`config.mk`:
```
export PLATFORM = sky130hd
export DESIGN_NAME = binary_delta_patch_apply
export DESIGN_NICKNAME = d
export VERILOG_FILES = /design/src/design/bdpa_pkg.sv /design/src/design/binary_delta_patch_apply.sv
export VERILOG_INCLUDE_DIRS = /design/src /design/src/design
export SDC_FILE = /design/constraint.sdc
export NUM_CORES = 2
export LEC_CHECK = 0
export ABC_AREA = 0
export BUFFER_PORTS_ARGS = -buffer_cell sky130_fd_sc_hd__buf_2
export CAP_MARGIN = 30
export CORE_MARGIN = 10
export CORE_UTILIZATION = 55
export DETAILED_ROUTE_END_ITERATION = 8
export PLACE_DENSITY_LB_ADDON = 0.15
export REMOVE_ABC_BUFFERS = 1
export SYNTH_ARGS = -nofsm -noshare
export SYNTH_HDL_FRONTEND = slang
export SYNTH_SLANG_ARGS = --single-unit
```
`constraint.sdc`:
```
create_clock -name clk -period 15.1 [get_ports clk]
set_clock_uncertainty 0.1 [all_clocks]
set_input_delay 1.51 -clock clk [delete_from_list [all_inputs] [get_ports clk]]
set_output_delay 1.51 -clock clk [all_outputs]
set_load 0.05 [all_outputs]
```
`src/design/binary_delta_patch_apply_assert.svh`:
```
// Assertion macros for the binary delta patch applier.
// Depends on nothing; the including module supplies clk and rst_n.
// Include guard: BINARY_DELTA_PATCH_APPLY_ASSERT_SVH.
`ifndef BINARY_DELTA_PATCH_APPLY_ASSERT_SVH
`define BINARY_DELTA_PATCH_APPLY_ASSERT_SVH

// Same-cycle implication, checked outside reset.
`define BDPA_ASSERT_IMPLY(lbl, ante, cons) \
    lbl: assert property (@(posedge clk) disable iff (!rst_n) (ante) |-> (cons)) \
        else $error("bdpa: same-cycle check failed");

// Next-cycle implication, checked outside reset.
`define BDPA_ASSERT_NEXT(lbl, ante, cons) \
    lbl: assert property (@(posedge clk) disable iff (!rst_n) (ante) |=> (cons)) \
        else $error("bdpa: next-cycle check failed");

`endif

```
`src/design/bdpa_pkg.sv`:
```
// Shared types and constants for the binary delta patch applier.
// Depends on nothing; used by binary_delta_patch_apply.
`default_nettype none

package bdpa_pkg;

    localparam int SIZE_BITS_DEFAULT = 32;
    localparam int CFG_DATA_W        = 32;
    localparam int LEN_W             = 31;
    localparam int WORD_W            = 64;
    localparam int POS_OUT_W         = 32;

    // Configuration register indexes
    localparam logic REG_OLD_SIZE = 1'b0;
    localparam logic REG_NEW_SIZE = 1'b1;

    // Control triple field order
    localparam logic [1:0] FLD_DIFF  = 2'd0;
    localparam logic [1:0] FLD_EXTRA = 2'd1;
    localparam logic [1:0] FLD_SEEK  = 2'd2;

    // Last byte of an 8-byte control field
    localparam logic [2:0] CTRL_LAST_BYTE = 3'd7;

    typedef enum logic [2:0] {
        PH_CTRL,
        PH_DIFF,
        PH_EXTRA,
        PH_DONE,
        PH_ERROR
    } phase_t;

    typedef enum logic [1:0] {
        ST_RUN   = 2'd0,
        ST_DONE  = 2'd1,
        ST_ERROR = 2'd2
    } status_t;

    typedef struct packed {
        logic [7:0]           new_byte;
        logic                 new_byte_valid;
        status_t              status;
        logic [WORD_W-1:0]    old_position;
        logic [POS_OUT_W-1:0] new_position;
    } result_t;

endpackage

`default_nettype wire

```
`src/design/binary_delta_patch_apply.sv`:
```
// Binary delta patch applier (bsdiff-style patch stream, apply side).
// Depends on bdpa_pkg and binary_delta_patch_apply_assert.svh.
// Top level of the block.
`default_nettype none
`include "binary_delta_patch_apply_assert.svh"

// Rebuilds a new image from a decompressed patch stream, one patch byte per
// item. Each input item carries the next patch byte plus the old image byte at
// the old position reported in the previous result (old_position), so the
// upstream side must fetch that byte before offering the next item. The patch
// stream is a run of control triples (diff length, extra length, old seek),
// each an 8-byte little-endian sign-magnitude integer, followed by the diff
// bytes (added mod 256 to the old byte when the old position lies inside the
// old image) and then the extra bytes (passed as is). Every item gives exactly
// one result; new_byte_valid marks those that carry an image byte. A bad or
// overrunning length latches status ERROR, reaching new_image_size latches
// DONE; both hold until reset and later items give no image byte.
// Throughput: one item per cycle while the skid register is empty. All per-item
// work is a single pass of adders and compares from the state registers into a
// two-entry result buffer (output register plus skid register), so input is
// taken while one finished result still waits at the output.
// The user writes configuration (cfg_we/cfg_index/cfg_data) while the block is
// idle, not enforced here. Sizes are masked to CFG_W bits, read at every use.
module binary_delta_patch_apply #(
    parameter int SIZE_BITS = bdpa_pkg::SIZE_BITS_DEFAULT
) (
    input  wire logic                            clk,
    input  wire logic                            rst_n,
    // patch byte input channel
    input  wire logic                            in_valid,
    output logic                                 in_ready,
    input  wire logic [7:0]                      patch_byte,
    input  wire logic [7:0]                      old_byte,
    // result channel
    output logic                                 out_valid,
    input  wire logic                            out_ready,
    output logic [7:0]                           new_byte,
    output logic                                 new_byte_valid,
    output logic [1:0]                           status,
    output logic signed [bdpa_pkg::WORD_W-1:0]   old_position,
    output logic [bdpa_pkg::POS_OUT_W-1:0]       new_position,
    // configuration write port
    input  wire logic                            cfg_we,
    input  wire logic                            cfg_index,
    input  wire logic [bdpa_pkg::CFG_DATA_W-1:0] cfg_data
);

    // Size registers keep at most 32 bits and never more than SIZE_BITS.
    localparam int CFG_W = (SIZE_BITS < bdpa_pkg::CFG_DATA_W) ? SIZE_BITS
                                                               : bdpa_pkg::CFG_DATA_W;
    // Room for new_pos plus a 31-bit length without overflow.
    localparam int SUM_W = ((SIZE_BITS > bdpa_pkg::LEN_W) ? SIZE_BITS
                                                          : bdpa_pkg::LEN_W) + 1;
    localparam int WW = bdpa_pkg::WORD_W;
    localparam int LW = bdpa_pkg::LEN_W;

    // ---------------------------------------------------------------
    // State
    // ---------------------------------------------------------------
    logic [CFG_W-1:0]     old_size_reg;
    logic [CFG_W-1:0]     new_size_reg;

    bdpa_pkg::phase_t     phase_reg, phase_next, phase_eff;
    logic [2:0]           cbyte_cnt_reg, cbyte_cnt_next;
    logic [1:0]           field_idx_reg, field_idx_next;
    logic [WW-1:0]        asm_reg, asm_next;
    logic [LW-1:0]        diff_rem_reg, diff_rem_next;
    logic [LW-1:0]        extra_rem_reg, extra_rem_next;
    logic [WW-1:0]        seek_reg, seek_next;
    logic [WW-1:0]        old_pos_reg, old_pos_next;
    logic [SIZE_BITS-1:0] new_pos_reg, new_pos_next;

    logic                 accept;
    logic                 pop;

    // Result buffer: output stage and skid stage
    bdpa_pkg::result_t    out_res_reg;
    bdpa_pkg::result_t    skid_res_reg;
    logic                 out_valid_reg;
    logic                 skid_valid_reg;
    bdpa_pkg::result_t    res_next;

    // ---------------------------------------------------------------
    // Datapath helpers
    // ---------------------------------------------------------------
    logic [SUM_W-1:0]     size_ext;
    logic [SUM_W-1:0]     np_ext;
    logic [SIZE_BITS-1:0] np_inc;
    logic [SUM_W-1:0]     np_inc_ext;
    logic                 np_ge_size;
    logic                 np_inc_ge_size;
    logic                 ctrl_diff_over;
    logic                 ctrl_extra_over;
    logic                 diff_extra_over;
    logic                 start_done;

    logic [WW-1:0]        full_word;
    logic [WW-1:0]        mag64;
    logic                 len_ok;
    logic [WW-1:0]        old_pos_ctrl;
    logic [WW-1:0]        old_pos_inc;
    logic [WW-1:0]        old_pos_inc_seek;
    logic [WW-1:0]        old_pos_seek;
    logic                 old_inside;

    logic [7:0]           nb_next;
    logic                 nbv_next;
    bdpa_pkg::status_t    st_next;

    assign accept   = in_valid && in_ready;
    assign pop      = out_valid_reg && out_ready;
    assign in_ready = !skid_valid_reg;

    assign size_ext       = SUM_W'(new_size_reg);
    assign np_ext         = SUM_W'(new_pos_reg);
    assign np_inc         = new_pos_reg + SIZE_BITS'(1);
    assign np_inc_ext     = SUM_W'(np_inc);
    assign np_ge_size     = np_ext >= size_ext;
    assign np_inc_ge_size = np_inc_ext >= size_ext;

    assign ctrl_diff_over  = (np_ext + SUM_W'(diff_rem_reg)) > size_ext;
    assign ctrl_extra_over = (np_ext + SUM_W'(extra_rem_reg)) > size_ext;
    assign diff_extra_over = (np_inc_ext + SUM_W'(extra_rem_reg)) > size_ext;

    // A triple may only start while bytes are still owed
    assign start_done = (phase_reg == bdpa_pkg::PH_CTRL) && (cbyte_cnt_reg == '0)
                        && (field_idx_reg == bdpa_pkg::FLD_DIFF) && np_ge_size;
    assign phase_eff  = start_done ? bdpa_pkg::PH_DONE : phase_reg;

    // Little-endian gather: place the byte at its lane
    assign full_word = asm_reg | (WW'(patch_byte) << {cbyte_cnt_reg, 3'b000});
    assign mag64     = {1'b0, full_word[WW-2:0]};

    // Non-negative (negative zero allowed) and at most 2^31-1
    assign len_ok = (full_word[WW-2:LW] == '0)
                    && (!full_word[WW-1] || (full_word[LW-1:0] == '0));

    assign old_pos_ctrl     = full_word[WW-1] ? (old_pos_reg - mag64)
                                              : (old_pos_reg + mag64);
    assign old_pos_inc      = old_pos_reg + WW'(1);
    assign old_pos_inc_seek = old_pos_reg + seek_reg + WW'(1);
    assign old_pos_seek     = old_pos_reg + seek_reg;

    assign old_inside = !old_pos_reg[WW-1] && (old_pos_reg[WW-2:CFG_W] == '0)
                        && (old_pos_reg[CFG_W-1:0] < old_size_reg);

    // ---------------------------------------------------------------
    // Next state
    // ---------------------------------------------------------------
    always_comb
    begin
        phase_next     = phase_eff;
        cbyte_cnt_next = cbyte_cnt_reg;
        field_idx_next = field_idx_reg;
        asm_next       = asm_reg;
        diff_rem_next  = diff_rem_reg;
        extra_rem_next = extra_rem_reg;
        seek_next      = seek_reg;
        old_pos_next   = old_pos_reg;
        new_pos_next   = new_pos_reg;

        unique case (phase_eff)
            bdpa_pkg::PH_CTRL:
            begin
                cbyte_cnt_next = cbyte_cnt_reg + 3'd1;
                if (cbyte_cnt_reg != bdpa_pkg::CTRL_LAST_BYTE)
                begin
                    asm_next = full_word;
                end
                else
                begin
                    asm_next = '0;
                    unique case (field_idx_reg)
                        bdpa_pkg::FLD_DIFF:
                        begin
                            if (!len_ok)
                            begin
                                phase_next = bdpa_pkg::PH_ERROR;
                            end
                            else
                            begin
                                diff_rem_next  = full_word[LW-1:0];
                                field_idx_next = bdpa_pkg::FLD_EXTRA;
                            end
                        end
                        bdpa_pkg::FLD_EXTRA:
                        begin
                            if (!len_ok)
                            begin
                                phase_next = bdpa_pkg::PH_ERROR;
                            end
                            else
                            begin
                                extra_rem_next = full_word[LW-1:0];
                                field_idx_next = bdpa_pkg::FLD_SEEK;
                            end
                        end
                        default:
                        begin
                            // seek field closes the triple
                            seek_next      = full_word[WW-1] ? (WW'(0) - mag64) : mag64;
                            field_idx_next = bdpa_pkg::FLD_DIFF;
                            if (ctrl_diff_over)
                            begin
                                phase_next = bdpa_pkg::PH_ERROR;
                            end
                            else if (diff_rem_reg != '0)
                            begin
                                phase_next = bdpa_pkg::PH_DIFF;
                            end
                            else if (ctrl_extra_over)
                            begin
                                phase_next = bdpa_pkg::PH_ERROR;
                            end
                            else if (extra_rem_reg != '0)
                            begin
                                phase_next = bdpa_pkg::PH_EXTRA;
                            end
                            else
                            begin
                                // empty triple: apply seek only
                                old_pos_next = old_pos_ctrl;
                                phase_next   = np_ge_size ? bdpa_pkg::PH_DONE
                                                          : bdpa_pkg::PH_CTRL;
                            end
                        end
                    endcase
                end
            end
            bdpa_pkg::PH_DIFF:
            begin
                old_pos_next  = old_pos_inc;
                new_pos_next  = np_inc;
                diff_rem_next = diff_rem_reg - LW'(1);
                if (diff_rem_reg == LW'(1))
                begin
                    if (diff_extra_over)
                    begin
                        phase_next = bdpa_pkg::PH_ERROR;
                    end
                    else if (extra_rem_reg != '0)
                    begin
                        phase_next = bdpa_pkg::PH_EXTRA;
                    end
                    else
                    begin
                        old_pos_next = old_pos_inc_seek;
                        phase_next   = np_inc_ge_size ? bdpa_pkg::PH_DONE
                                                      : bdpa_pkg::PH_CTRL;
                    end
                end
            end
            bdpa_pkg::PH_EXTRA:
            begin
                new_pos_next   = np_inc;
                extra_rem_next = extra_rem_reg - LW'(1);
                if (extra_rem_reg == LW'(1))
                begin
                    old_pos_next = old_pos_seek;
                    phase_next   = np_inc_ge_size ? bdpa_pkg::PH_DONE
                                                  : bdpa_pkg::PH_CTRL;
                end
            end
            default:
            begin
                // done and error hold everything
                phase_next = phase_eff;
            end
        endcase
    end

    // ---------------------------------------------------------------
    // Result fields
    // ---------------------------------------------------------------
    always_comb
    begin
        nb_next  = 8'd0;
        nbv_next = 1'b0;
        unique case (phase_eff)
            bdpa_pkg::PH_DIFF:
            begin
                nb_next  = old_inside ? (patch_byte + old_byte) : patch_byte;
                nbv_next = 1'b1;
            end
            bdpa_pkg::PH_EXTRA:
            begin
                nb_next  = patch_byte;
                nbv_next = 1'b1;
            end
            default:
            begin
                nbv_next = 1'b0;
            end
        endcase

        unique case (phase_next)
            bdpa_pkg::PH_DONE:  st_next = bdpa_pkg::ST_DONE;
            bdpa_pkg::PH_ERROR: st_next = bdpa_pkg::ST_ERROR;
            default:            st_next = bdpa_pkg::ST_RUN;
        endcase

        res_next.new_byte       = nb_next;
        res_next.new_byte_valid = nbv_next;
        res_next.status         = st_next;
        res_next.old_position   = old_pos_next;
        res_next.new_position   = bdpa_pkg::POS_OUT_W'(new_pos_next);
    end

    // ---------------------------------------------------------------
    // Registers
    // ---------------------------------------------------------------
    always_ff @(posedge clk or negedge rst_n)
    begin
        if (!rst_n)
        begin
            old_size_reg <= '0;
            new_size_reg <= '0;
        end
        else if (cfg_we)
        begin
            unique case (cfg_index)
                bdpa_pkg::REG_OLD_SIZE: old_size_reg <= cfg_data[CFG_W-1:0];
                bdpa_pkg::REG_NEW_SIZE: new_size_reg <= cfg_data[CFG_W-1:0];
            endcase
        end
    end

    always_ff @(posedge clk or negedge rst_n)
    begin
        if (!rst_n)
        begin
            phase_reg     <= bdpa_pkg::PH_CTRL;
            cbyte_cnt_reg <= '0;
            field_idx_reg <= bdpa_pkg::FLD_DIFF;
            asm_reg       <= '0;
            diff_rem_reg  <= '0;
            extra_rem_reg <= '0;
            seek_reg      <= '0;
            old_pos_reg   <= '0;
            new_pos_reg   <= '0;
        end
        else if (accept)
        begin
            phase_reg     <= phase_next;
            cbyte_cnt_reg <= cbyte_cnt_next;
            field_idx_reg <= field_idx_next;
            asm_reg       <= asm_next;
            diff_rem_reg  <= diff_rem_next;
            extra_rem_reg <= extra_rem_next;
            seek_reg      <= seek_next;
            old_pos_reg   <= old_pos_next;
            new_pos_reg   <= new_pos_next;
        end
    end

    // Two-entry result buffer: fill the output stage first, spill to skid
    always_ff @(posedge clk or negedge rst_n)
    begin
        if (!rst_n)
        begin
            out_valid_reg  <= 1'b0;
            skid_valid_reg <= 1'b0;
        end
        else if (pop)
        begin
            out_valid_reg  <= skid_valid_reg || accept;
            skid_valid_reg <= skid_valid_reg && accept;
        end
        else if (!out_valid_reg)
        begin
            out_valid_reg <= accept;
        end
        else if (accept)
        begin
            skid_valid_reg <= 1'b1;
        end
    end

    always_ff @(posedge clk)
    begin
        if (pop)
        begin
            if (skid_valid_reg)
            begin
                out_res_reg <= skid_res_reg;
                if (accept)
                begin
                    skid_res_reg <= res_next;
                end
            end
            else if (accept)
            begin
                out_res_reg <= res_next;
            end
        end
        else if (!out_valid_reg)
        begin
            if (accept)
            begin
                out_res_reg <= res_next;
            end
        end
        else if (accept)
        begin
            skid_res_reg <= res_next;
        end
    end

    assign out_valid      = out_valid_reg;
    assign new_byte       = out_res_reg.new_byte;
    assign new_byte_valid = out_res_reg.new_byte_valid;
    assign status         = out_res_reg.status;
    assign old_position   = $signed(out_res_reg.old_position);
    assign new_position   = out_res_reg.new_position;

    // ---------------------------------------------------------------
    // Assertions
    // ---------------------------------------------------------------
    // Error latches until reset
    `BDPA_ASSERT_NEXT(a_error_sticky, phase_reg == bdpa_pkg::PH_ERROR, phase_reg == bdpa_pkg::PH_ERROR)
    // A diff run never sits with nothing left to do
    `BDPA_ASSERT_IMPLY(a_diff_nonzero, phase_reg == bdpa_pkg::PH_DIFF, diff_rem_reg != '0)
    // Done produces no more bytes
    `BDPA_ASSERT_NEXT(a_done_holds_pos, accept && (phase_reg == bdpa_pkg::PH_DONE), $stable(new_pos_reg))
    // Skid only fills behind a held output
    `BDPA_ASSERT_IMPLY(a_skid_order, skid_valid_reg, out_valid_reg)

endmodule

`default_nettype wire
```
==> impl_results.md <==
* WP data required at 15.38 ns
* Fmax at 107 MHz
* Final period util at 0.616
* Total GRT Usage at 0.370
* Row cnt at 110
* Detailed Routing Iterations Pass 1 at 7
* First-pass GRT wire length at 291 mm
* Routed wire length at 197 mm
* Vias per Instance at 6.67
* Post-CTS setup repair buffer count at 0
* Flop2flop setup slack at 5.80 ns
* Setup crit end kind: flop
* Worst R2R Start: new_pos_reg[1]$_DFFE_PN0P_
* WL per Instance at 27.0 um
* Area grow syn2layout at 9.21%
* Most frequent CP cell: nor2_1
* Core area at 0.0899 mm2
* Fin nets at 6552
* Drt initial violations at 6147
* Clock root buffer: clkbuf_16
* Final Max Tran Viols at 0
* Initial Util at 0.554
* Worst setup path class: reg2reg
* H-tree levels at 3
* Worst-skew pair later-pin latency at 0.67 ns
* Largest net degree at the start of global routing at 123
* Maximum net fanout on the critical path at 38
* Layout cells sized above 1 at 0.0868
* Clock transition at the registers of the reported paths at 0.06 ns
* Post-synth ARST share at 0.627
* Max FFs per register at 107
* Chip width at 321 um
* Critical-path top delay cell: a2111oi_0
* Post-CTS Resized at 0
* Worst r2r dst: old_position[31]$_DFFE_PP_
* TritonCTS clock tree: yes
* Worst hold path stage count at 2
* Clock sink total at 574
* Routed vias at 48676
* Most frequent cells in the layout: nand2_1, nor2_1, o21ai_0
* Leakage power at 23.7 nW
* Pwr dens at 277 mW/mm2
* GR Overflow Total at 0
* Vias in the first global route at 44721
* Post-CTS Hold Buffers at 0
* GP Congestion at 1.04
* PnR Total Power at 15.1 mW
* Crit start category: flop
* Area leader, netlist: dfrtp_1
* RSZ-0062 raised after global routing: no
* Top Ports at 163
* Initial antenna violation count at 4
* Setup_tns at 0 ns
* Post-synth top flop: dfrtp_1
* Synth top area share at 0.181
* Most common cell after layout, fill and taps aside: nand2_1
* Slowest stage delay, CP at 0.62 ns
* Cell variety after synth at 109
* Period minus WS final at 9.30 ns
* Hold_sp: asm_reg[59]$_DFFE_PN0P_
* Hold crit path type: reg2reg
* Max rail drop VDD at 145 uV
* Die area at 0.103 mm2
* Post-synth EDFFs at 214
* Synthesized flop and latch total at 574
* DP Wirelength at 151 mm
* Area contributors post-synth: dfrtp_1, edfxtp_1, ha_1, nand2_1, xnor2_1
* Post-Synthesis Cell Area at 0.0498 mm2
* Hold endpoint: asm_reg[59]$_DFFE_PN0P_
* Avg Synthesized Cell Area at 8.29 um2
* Syn Inst Count at 6007
* # diodes at 0
* Worst-margin pin slew at 1.15 ns
* Endpoints failing setup at 0
* Drt drc at 0
* Antenna-violating nets left at 0
* R2R depth at 32
* Arr. time, crit path at 9.58 ns
* Yosys Warn Count at 0
* Die Y at 321 um
* Status: finished clean
* Seq/Total Area, Yosys at 0.310
* Final Hold Viols at 0
* MaxCap Viol Count at 0
* CTS Buf Count at 72
* IO Port Bufs at 162
* Slew headroom at 0.223
* Clock Path Buffers at 3
* Min Hold Slack at 0.375 ns
-- final cells by class --
type / count / area, um2
well taps: 1176 / 1470
clock buffers: 93 / 1990
clock inverters: 40 / 395
repair buffers: 270 / 1730
inverters: 190 / 713
multi-input cells: 4951 / 32700
flip-flops and latches: 574 / 15400
fillers: 8071 / 35500
-- cells in the mapped netlist, drive strengths merged, types with 23 or more instances --
| cell type | n |
|---|---|
| nand2 | 718 |
| nand2b | 38 |
| edfxtp | 214 |
| or2 | 23 |
| o21a | 61 |
| nand4 | 109 |
| and3 | 80 |
| inv | 190 |
| xnor2 | 291 |
| and2 | 57 |
| a221oi | 27 |
| buf | 46 |
| or3 | 64 |
| a211oi | 60 |
| mux2i | 33 |
| nor4 | 57 |
| dfrtp | 360 |
| o22ai | 24 |
| mux2 | 38 |
| nor3 | 138 |
| xor2 | 197 |
| clkbuf | 246 |
| o21bai | 36 |
| nand3 | 158 |
| a21oi | 427 |
| a21o | 178 |
| o211ai | 56 |
| o21ai | 499 |
| ha | 433 |
| nor2 | 546 |
| nor2b | 43 |
| o31ai | 100 |
| a22o | 48 |
| and4 | 30 |
| a31oi | 70 |
-- per-layer routing --
layer,wire length [um],track usage,vias up,part of all wire
met5,11,0,-,0.000056
met4,8220,0.145,2,0.042
met3,24300,0.0997,437,0.12
met2,81800,0.539,2792,0.42
met1,82600,0.515,23220,0.42
li1,-,-,22225,-
-- logic make-up after synthesis --
family / share of synthesized area
and+or+nand+nor: 0.203
AOI/OAI and AO/OA: 0.237
adders and majority gates: 0.111
DFF: 0.310
buffers and inverters: 0.0375
muxes: 0.0152
xor gates and xnor gates: 0.0858
-- worst max-delay path by stage --
stage | end | cells after the start | from | slack, ns
3_3_place_gp | old_position[63]$_DFFE_PP_ | 25 | patch_byte[5] | 6.22
4_1_cts | old_position[31]$_DFFE_PP_ | 32 | new_pos_reg[1]$_DFFE_PN0P_ | 5.98
6_report | old_position[31]$_DFFE_PP_ | 32 | new_pos_reg[1]$_DFFE_PN0P_ | 5.80
2_1_floorplan | asm_reg[0]$_DFFE_PN0P_ | 3 | in_valid | 1.78
5_1_grt | old_position[31]$_DFFE_PP_ | 32 | new_pos_reg[1]$_DFFE_PN0P_ | 4.99
3_5_place_dp | old_position[31]$_DFFE_PP_ | 32 | new_pos_reg[1]$_DFFE_PN0P_ | 5.99
-- per-stage QoR --
stage,setup slack [ns],instances,cell area (um2),util
2_1_floorplan,1.78,5715,48600,-
3_3_place_gp,6.22,7152,51900,0.577
3_5_place_dp,5.99,7157,51900,0.578
4_1_cts,5.98,7290,54300,0.604
5_1_grt,4.99,7294,54400,0.605
6_report,5.80,7294,54400,0.605
-- critical path: cells and delay by family, from the launching register on --
family / cells / cell delay (ns)
AO/OA/AOI/OAI: 11 / 3.63
XOR/XNOR: 2 / 0.37
adder cells (fa/ha/maj): 3 / 0.93
buffers and inverters: 2 / 0.65
flip-flops: 1 / 0.58
AND/OR/NAND/NOR: 14 / 2.74
-- where the power goes --
part	internal (mW)	total, mW	switching (mW)
Combinational	3.47	10.2	6.76
Sequential	2.26	3.01	0.745
Clock	1.03	1.81	0.781
Total	6.77	15.1	8.29
No activity file was read; power rests on OpenSTA's default activity.
